[src/design/fdhs_pkg.sv]
// Shared types, level tables and result codes for the fan duty hysteresis stepper.
package fdhs_pkg;

    // Field widths
    localparam int MASK_W    = 4;
    localparam int TEMP_W    = 19;
    localparam int SUM_W     = 21;
    localparam int DUTY_W    = 7;
    localparam int ACTION_W  = 3;
    localparam int MAX_LEVELS = 8;
    localparam int LVL_IDX_W = 3;

    // Stream payload widths, padded to whole bytes
    localparam int IN_DATA_W  = 72;
    localparam int OUT_DATA_W = 16;

    localparam logic [DUTY_W-1:0] FULL_DUTY = 7'd100;

    // Result codes
    typedef enum logic [ACTION_W-1:0] {
        ACT_HOLD  = 3'd0,
        ACT_UP    = 3'd1,
        ACT_DOWN  = 3'd2,
        ACT_FAULT = 3'd3,
        ACT_RESET = 3'd4
    } action_t;

    // One duty level with its thresholds on the summed millicelsius
    typedef struct packed {
        logic [DUTY_W-1:0]       duty;
        logic signed [SUM_W-1:0] down_at;
        logic signed [SUM_W-1:0] up_at;
    } level_t;

    // Front-to-back airflow levels; unused slots are zero
    localparam level_t F2B_LEVELS [MAX_LEVELS] = '{
        '{duty: 7'd32, down_at: 21'sd0,      up_at: 21'sd174000},
        '{duty: 7'd38, down_at: 21'sd170000, up_at: 21'sd182000},
        '{duty: 7'd50, down_at: 21'sd178000, up_at: 21'sd190000},
        '{duty: 7'd63, down_at: 21'sd186000, up_at: 21'sd0},
        '{duty: 7'd0,  down_at: 21'sd0,      up_at: 21'sd0},
        '{duty: 7'd0,  down_at: 21'sd0,      up_at: 21'sd0},
        '{duty: 7'd0,  down_at: 21'sd0,      up_at: 21'sd0},
        '{duty: 7'd0,  down_at: 21'sd0,      up_at: 21'sd0}
    };

    // Back-to-front airflow levels; unused slots are zero
    localparam level_t B2F_LEVELS [MAX_LEVELS] = '{
        '{duty: 7'd32, down_at: 21'sd0,      up_at: 21'sd140000},
        '{duty: 7'd38, down_at: 21'sd135000, up_at: 21'sd150000},
        '{duty: 7'd50, down_at: 21'sd145000, up_at: 21'sd160000},
        '{duty: 7'd69, down_at: 21'sd155000, up_at: 21'sd0},
        '{duty: 7'd0,  down_at: 21'sd0,      up_at: 21'sd0},
        '{duty: 7'd0,  down_at: 21'sd0,      up_at: 21'sd0},
        '{duty: 7'd0,  down_at: 21'sd0,      up_at: 21'sd0},
        '{duty: 7'd0,  down_at: 21'sd0,      up_at: 21'sd0}
    };

endpackage

[src/design/fan_duty_hysteresis_stepper.sv]
// Fan duty stepper: one management tick in, one duty decision out.
//
//  channel   dir  payload                                        handshake
//  s_axis    in   tdata: failed, present, temp_a/b/c; tuser: f2b  tvalid/tready
//  m_axis    out  tdata: duty_write, duty_percent, action         tvalid/tready
//
//  An item is registered at the input, decided in one pass and registered at the
//  output; one item per cycle sustained while the output is not stalled.
//  The held duty updates as the item moves to the output register.
//  Reset clears both stage valids and sets the held duty to zero (no level).
//  A stalled output holds its item; the input keeps taking items while the
//  input stage is empty or moving forward.
module fan_duty_hysteresis_stepper #(
    parameter int FAN_COUNT   = 4,
    parameter int LEVEL_COUNT = 4
) (
    input  logic                               clk,
    input  logic                               rst_n,
    input  logic                               s_axis_tvalid,
    output logic                               s_axis_tready,
    // fan_failed_mask[3:0], fan_present_mask[7:4], temp_a[26:8],
    // temp_b[45:27], temp_c[64:46], zero pad above
    input  logic [fdhs_pkg::IN_DATA_W-1:0]     s_axis_tdata,
    // front_to_back[0]
    input  logic                               s_axis_tuser,
    output logic                               m_axis_tvalid,
    input  logic                               m_axis_tready,
    // duty_write[0], duty_percent[7:1], action[10:8], zero pad above
    output logic [fdhs_pkg::OUT_DATA_W-1:0]    m_axis_tdata
);
    import fdhs_pkg::*;

    // Used level slots, clamped between two and the table size
    localparam int LVL_N = (LEVEL_COUNT < 2) ? 2 :
                           (LEVEL_COUNT > MAX_LEVELS) ? MAX_LEVELS : LEVEL_COUNT;
    localparam logic [LVL_IDX_W-1:0] LAST_IDX = LVL_IDX_W'(LVL_N - 1);
    // Fans beyond the mask width are not observed
    localparam logic [MASK_W-1:0] FAN_MASK = (FAN_COUNT >= MASK_W) ? {MASK_W{1'b1}} :
                                             MASK_W'((1 << FAN_COUNT) - 1);

    // Input stage
    logic                      in_valid_reg;
    logic [MASK_W-1:0]         failed_reg;
    logic [MASK_W-1:0]         present_reg;
    logic                      f2b_reg;
    logic signed [TEMP_W-1:0]  temp_a_reg;
    logic signed [TEMP_W-1:0]  temp_b_reg;
    logic signed [TEMP_W-1:0]  temp_c_reg;

    // State and output stage
    logic [DUTY_W-1:0]         held_duty_reg;
    logic [DUTY_W-1:0]         held_duty_next;
    logic                      out_valid_reg;
    logic                      write_reg;
    logic                      write_next;
    logic [DUTY_W-1:0]         duty_reg;
    action_t                   action_reg;
    action_t                   action_next;

    logic                      s_take;
    logic                      advance;

    // Move the decided item forward when the output is free or drains
    assign advance       = in_valid_reg && (!out_valid_reg || m_axis_tready);
    assign s_axis_tready = !in_valid_reg || advance;
    assign s_take        = s_axis_tvalid && s_axis_tready;

    // Decide the duty for the item in the input stage
    always_comb
    begin
        level_t                  tab [MAX_LEVELS];
        logic                    found;
        logic [LVL_IDX_W-1:0]    idx;
        logic [LVL_IDX_W-1:0]    idx_up;
        logic [LVL_IDX_W-1:0]    idx_dn;
        logic signed [SUM_W-1:0] sum;
        logic                    fault;

        for (int i = 0; i < MAX_LEVELS; i++)
        begin
            tab[i] = f2b_reg ? F2B_LEVELS[i] : B2F_LEVELS[i];
        end

        // First level that matches the held duty
        found = 1'b0;
        idx   = '0;
        for (int i = 0; i < LVL_N; i++)
        begin
            if (!found && tab[i].duty == held_duty_reg)
            begin
                found = 1'b1;
                idx   = LVL_IDX_W'(i);
            end
        end
        idx_up = idx + 1'b1;
        idx_dn = idx - 1'b1;

        sum   = SUM_W'(temp_a_reg) + SUM_W'(temp_b_reg) + SUM_W'(temp_c_reg);
        fault = ((failed_reg & FAN_MASK) != '0) || ((present_reg & FAN_MASK) != FAN_MASK);

        held_duty_next = held_duty_reg;
        write_next     = 1'b0;
        action_next    = ACT_HOLD;
        if (fault)
        begin
            held_duty_next = FULL_DUTY;
            write_next     = 1'b1;
            action_next    = ACT_FAULT;
        end
        else if (!found)
        begin
            held_duty_next = tab[0].duty;
            write_next     = 1'b1;
            action_next    = ACT_RESET;
        end
        else if (idx != LAST_IDX && sum >= tab[idx].up_at)
        begin
            if (tab[idx_up].duty != held_duty_reg)
            begin
                held_duty_next = tab[idx_up].duty;
                write_next     = 1'b1;
                action_next    = ACT_UP;
            end
        end
        else if (idx != '0 && sum <= tab[idx].down_at)
        begin
            if (tab[idx_dn].duty != held_duty_reg)
            begin
                held_duty_next = tab[idx_dn].duty;
                write_next     = 1'b1;
                action_next    = ACT_DOWN;
            end
        end
    end

    // Stage valids and held duty
    always_ff @(posedge clk or negedge rst_n)
    begin
        if (!rst_n)
        begin
            in_valid_reg  <= 1'b0;
            out_valid_reg <= 1'b0;
            held_duty_reg <= '0;
        end
        else
        begin
            if (s_take)
            begin
                in_valid_reg <= 1'b1;
            end
            else if (advance)
            begin
                in_valid_reg <= 1'b0;
            end

            if (advance)
            begin
                out_valid_reg <= 1'b1;
                held_duty_reg <= held_duty_next;
            end
            else if (m_axis_tready)
            begin
                out_valid_reg <= 1'b0;
            end
        end
    end

    // Payload registers
    always_ff @(posedge clk)
    begin
        if (s_take)
        begin
            failed_reg  <= s_axis_tdata[3:0];
            present_reg <= s_axis_tdata[7:4];
            f2b_reg     <= s_axis_tuser;
            temp_a_reg  <= s_axis_tdata[26:8];
            temp_b_reg  <= s_axis_tdata[45:27];
            temp_c_reg  <= s_axis_tdata[64:46];
        end
        if (advance)
        begin
            write_reg  <= write_next;
            duty_reg   <= held_duty_next;
            action_reg <= action_next;
        end
    end

    assign m_axis_tvalid = out_valid_reg;
    assign m_axis_tdata  = {5'b0, action_reg, duty_reg, write_reg};

endmodule

[config.mk]
export PLATFORM = sky130hd
export DESIGN_NAME = fan_duty_hysteresis_stepper
export DESIGN_NICKNAME = d
export VERILOG_FILES = /design/src/design/fdhs_pkg.sv /design/src/design/fan_duty_hysteresis_stepper.sv
export SDC_FILE = /design/constraint.sdc
export NUM_CORES = 1
export LEC_CHECK = 0
export BUFFER_PORTS_ARGS = -buffer_cell sky130_fd_sc_hd__clkbuf_2
export CORE_ASPECT_RATIO = 0.6
export CORE_MARGIN = 10
export CORE_UTILIZATION = 33
export CTS_CLUSTER_DIAMETER = 30
export DETAILED_ROUTE_END_ITERATION = 12
export PLACE_DENSITY_LB_ADDON = 0.3
export SLEW_MARGIN = 20
export SYNTH_ARGS = -nofsm -noshare
export SYNTH_HDL_FRONTEND = slang
export SYNTH_SLANG_ARGS = --single-unit
[constraint.sdc]
create_clock -name clk -period 9 [get_ports clk]
set_clock_uncertainty 0.05 [all_clocks]
set_input_delay 1.8 -clock clk [delete_from_list [all_inputs] [get_ports clk]]
set_output_delay 1.8 -clock clk [all_outputs]
set_load 0.005 [all_outputs]
Word-level counts from Yosys, hierarchy flattened --
Index checks and enable logic that the tools add are counted.
Cells by class: add/sub/neg operators 4, magnitude comparators 5, eq/ne operators 8, mux-type cells 39, bitwise logic cells 4, reductions and logical operators 20
Operators by type and width (number):
- binary-select mux 49 bit (select 3 bit) | 3
- 2-to-1 mux 49 bit | 5
- 2-to-1 mux 42 bit | 2
- 2-to-1 mux 37 bit | 2
- 2-to-1 mux 7 bit | 6
- adder 20 x 19 -> 21 bit | 1
- equality test 6 x 7 -> 1 bit (first input constant) | 3
- >= comparator 21 bit | 1
- less-or-equal comparator 21 bit | 1
- adder 19 x 19 -> 20 bit | 1
- 2-to-1 mux 16 bit | 1
- 2-to-1 mux 1 bit | 14
- inequality test 7 bit | 2
- >= comparator 4 bit (second input constant) | 3
- 2-to-1 mux 2 bit | 4
- NOT 3 -> 4 bit | 2
- equality test 7 bit | 1
- logical AND 1 bit | 7
- 2-to-1 mux 3 bit | 2
- zero test 1 bit | 5
- inequality test 4 bit (second input constant) | 1
- NOT 2 -> 4 bit | 1
- nonzero test 2 bit | 2
- nonzero test 4 bit | 1
- other kinds (7) | 9
Word-level totals: register bits after elaboration 86, input bits 77, output and inout bits 18, word-level logic and storage cells 92

Longest topological paths before layout --
depth after elaboration 22, gate-level depth with buffers 23, gate-level depth less buffers 23

Worst setup path before layout --
Ideal clock, no wire load.
path type flip-flop to flip-flop, start point register temp_a_reg[1], end point register duty_reg[6], data pin, library setup time 0.267 ns, arrival 4.671 ns, data required time 8.683 ns, setup slack 4.012 ns, cell stages (with the launch flop) 22, path buffers 0, period minus slack after synthesis 4.988 ns, cell sequence edfxtp_1 fa_1 ha_1 fa_1 a21oi_1 o21ai_1 o21a_1 nor2_1 o21ai_0 a21oi_1 nor2b_1 o31a_1 ha_1 nand4_1 a21oi_1 o41ai_1 o211ai_1 a2111oi_2 nor2_1 and3_1 o31ai_2 nand2_1
Between the ends: word-level cells in the longest chain between the ends 8, elaborated cells on any way between the ends 10, those cells by class 2 x add/sub; 2 x order compare; 4 x mux; 2 x reduce/logical
RTL lines:
- start, declared | line fan_duty_hysteresis_stepper.sv:46 | logic signed [TEMP_W-1:0] temp_a_reg;
- start signal, assigned | line fan_duty_hysteresis_stepper.sv:176 | temp_a_reg <= s_axis_tdata[26:8];
- adder 19 x 19 -> 20 bit * | line fan_duty_hysteresis_stepper.sv:98 | sum = SUM_W'(temp_a_reg) + SUM_W'(temp_b_reg) + SUM_W'(temp_c_reg);
- adder 20 x 19 -> 21 bit * | line fan_duty_hysteresis_stepper.sv:98
- less-or-equal comparator 21 bit | line fan_duty_hysteresis_stepper.sv:125 | else if (idx != '0 && sum <= tab[idx].down_at)
- logical AND 1 bit | line fan_duty_hysteresis_stepper.sv:125
- 2-to-1 mux 7 bit | line fan_duty_hysteresis_stepper.sv:125
- 2-to-1 mux 7 bit * | line fan_duty_hysteresis_stepper.sv:116 | else if (idx != LAST_IDX && sum >= tab[idx].up_at)
- 2-to-1 mux 7 bit * | line fan_duty_hysteresis_stepper.sv:110 | else if (!found)
- 2-to-1 mux 7 bit * | line fan_duty_hysteresis_stepper.sv:104 | if (fault)
- net held_duty_next[6] | line fan_duty_hysteresis_stepper.sv:52 | logic [DUTY_W-1:0] held_duty_next;
- end signal, assigned | line fan_duty_hysteresis_stepper.sv:183 | duty_reg <= held_duty_next;
- end, declared | line fan_duty_hysteresis_stepper.sv:56 | logic [DUTY_W-1:0] duty_reg;
The timed path passes the listed nets; every way through them passes the cells marked *. A chain may end at the register's enable or synchronous reset.

Worst setup path after layout --
Same ends and word-level chain as after synthesis.

==> qor.yml <==
p_leak_nw: 2.613
worst_pin_slew_ps: 907.4
critPathRequiredTime_ps: 9040
cts_tree: "done"
start_util_pct: 33.68
hold_path.class: "reg -> reg"
grt_pass1_vias: 4353
p_per_area_mw_per_mm2: 197.3
synthFlopType: "edfxtp_1"
fillers: 1686
critPathMaxFanout: 6
synth_area_mm2: 0.005769
min_period_ps: 6108
yosys.area.top_type: "edfxtp_1"
start_kind: "register"
die_w_um: 190.7
setup_viol: 0
sequentialPowerShare_pct: 35.9
r2r_slack_ps: 2890
antenna_found_initial: 0
grt_overflow: 0
p_total_mw: 1.313
endpoint: "duty_reg[6]$_DFFE_PP_"
drt-initial-drc-count: 247
cts_root_buf: "clkbuf_16"
timing.final.hold_violations: 0
ir_worst_vdd_uv: 126.6
num_io_pins: 95
max_freq_ghz: 0.1637
synth_area_leaders: "edfxtp_1 40%, ha_1 12%, fa_1 6.9%"
drv_cap: 0
die_area_mm2: 0.02334
setup_ws_ps: 2892
critPathMaxStageDelay_ps: 500
sw_frac_of_total_pct: 35.15
layout-drive-gt1-share_pct: 19.66
cts_buffers: 9
place.gp.congestion: 0.8779
end_kind: "register"
cts_setup_buffers: 0
fin_nets: 739
r2r_end: "duty_reg[6]$_DFFE_PP_"
totalNegativeSetupSlack_ps: 0
synth_cells: 510
power.switching_mw: 0.4615
yosysSeqAreaShare_pct: 43.98
dpl_worst_slack_ps: 2969
synth-edff-count: 77
firstDrtPassIters: 4
fin_crit_sh_pct: 67.86
crit_chain: "fa_1 > ha_1 > fa_1 > a21oi_1 > o21ai_1 > a211oi_2 > o21bai_1 > a211oi_1 > xnor2_1 > ha_1 > and3_1 > nand2_1 > nor4_1 > nand2b_1 > or3b_1 > o31ai_4 > nor2_1 > and3_1 > o31ai_2 > nand2_1"
synth_most_common_cell: "edfxtp_1"
grt_pass1_wl_um: 23050
async_flop_share_pct: 10.47
layout-area-overhead-vs-synth_pct: 15.33
cts_resized: 0
pwr-share-comb_pct: 36.2
viasPerCell: 5.042
ant_nets: 0
rr_worst_depth: 20
drc: 0
crit_slowest_cell: "nor4_1"
wire_per_inst_um: 16.62
row_count: 37
pwr-share-clk_pct: 27.8
cp-startpoint: "temp_a_reg[1]$_DFFE_PP_"
syn_area_per_cell_um2: 11.31
maxSlewViolCount: 0
crit_type: "reg -> reg"
htreeDepth: 3
rsz0062_at_grt: "false"
num_vias: 4155
synth_top_cell_area_share_pct: 40.08
status: "complete, no violations"
cts.path.max_buffers: 2
internal-power_mw: 0.8514
synthTopCellsByCount: "77 x edfxtp_1, 57 x ha_1, 40 x nand2_1"
holdBufCountCts: 0
grt_max_degree: 67
ys_ff_latch: 86
clkTransAtPathRegs_ps: 70
portBuffers: 82
die_height_um: 122.4
antenna_cells: 0
clk_latency_ps: 360
crit_arrival_ps: 6150
grtUsageTotal_pct: 12.56
cts.sinks: 86
rr_startpoint: "temp_a_reg[1]$_DFFE_PP_"
drt-total-wl_um: 13700
ys.warnings.count: 0
slew_headroom_pct: 39.04
hpwl_um: 11050
core_area_mm2: 0.01713
synthDistinctLibCells: 72
[layer usage]
layer / GRT usage [%] / part of all wire [%]
met5: 0 / 0
met4: 4.212 / 1.5
met3: 4.249 / 6.8
met2: 17.28 / 40
met1: 17.91 / 52
[cells by family (layout without fill, tap and decap cells)]
group                      after synthesis  count (layout)  synth area share [%]
and+or+nand+nor                        154             154                 13.58
muxes                                    6               6                 1.128
buffers and inverters                   45             121                 3.687
other                                    1               5               0.06500
AOI/OAI and AO/OA                      120             120                 14.94
DFF                                     86              86                 43.98
adders and majority gates               77              77                 19.30
xor gates and xnor gates                21              21                 3.318
[through the flow]
stage          utilization [%]  hold slack, ps  instance area (um2)  cells
2_1_floorplan                -           407.2                 5784    514
3_3_place_gp             37.17           421.2                 6366    808
3_5_place_dp             37.17           435.6                 6366    808
4_1_cts                  38.85           450.8                 6654    824
5_1_grt                  38.85           477.0                 6654    824
6_report                 38.85           446.7                 6654    824
[cells in the final DEF (no fill, tap or decap), drive strengths merged, types with 20 or more instances in the layout]
master / instances
edfxtp: 77
ha: 57
inv: 28
o21ai: 22
fa: 20
clkbuf: 91
nand2: 41
a21oi: 31
nor2: 29
[worst max-delay path, delay by kind of cell, from the launching register on]
kind	cells	cell delay [ps]
AOI/OAI and AO/OA	7	1900
adders and majority gates	4	1500
DFF	1	400
xor gates and xnor gates	1	220
and+or+nand+nor	8	1780
[cell type report]
cell class,instances,area [um2],area share (%)
Timing Repair Buffer,83,417.9,6.281
Clock buffer,9,225.2,3.385
Tap cell,234,292.8,4.400
Clock inverter,7,62.56,0.9402
Sequential cell,86,2537,38.13
Inverter,22,82.58,1.241
Multi-Input combinational cell,383,3035,45.62
[worst min-delay path by stage]
stage                                        start                        end  depth (start not counted)
after floorplan           in_valid_reg$_DFFE_PN0P_  m_axis_tvalid$_DFFE_PN0P_                          1
after global placement    in_valid_reg$_DFFE_PN0P_  m_axis_tvalid$_DFFE_PN0P_                          1
after detailed placement  in_valid_reg$_DFFE_PN0P_  m_axis_tvalid$_DFFE_PN0P_                          1
after CTS                 in_valid_reg$_DFFE_PN0P_  m_axis_tvalid$_DFFE_PN0P_                          1
after global routing      in_valid_reg$_DFFE_PN0P_  m_axis_tvalid$_DFFE_PN0P_                          1
final                     in_valid_reg$_DFFE_PN0P_  m_axis_tvalid$_DFFE_PN0P_                          1
[power groups by stage]
stage                     Clock (mW)  Sequential [mW]  Combinational [mW]
after floorplan                    0            0.480               0.357
after global placement             0            0.480               0.456
after detailed placement           0            0.481               0.471
after CTS                      0.382            0.472               0.474
after global routing           0.395            0.475               0.541
final                          0.366            0.472               0.476
Note: power is estimated with default switching activity, not from simulation.
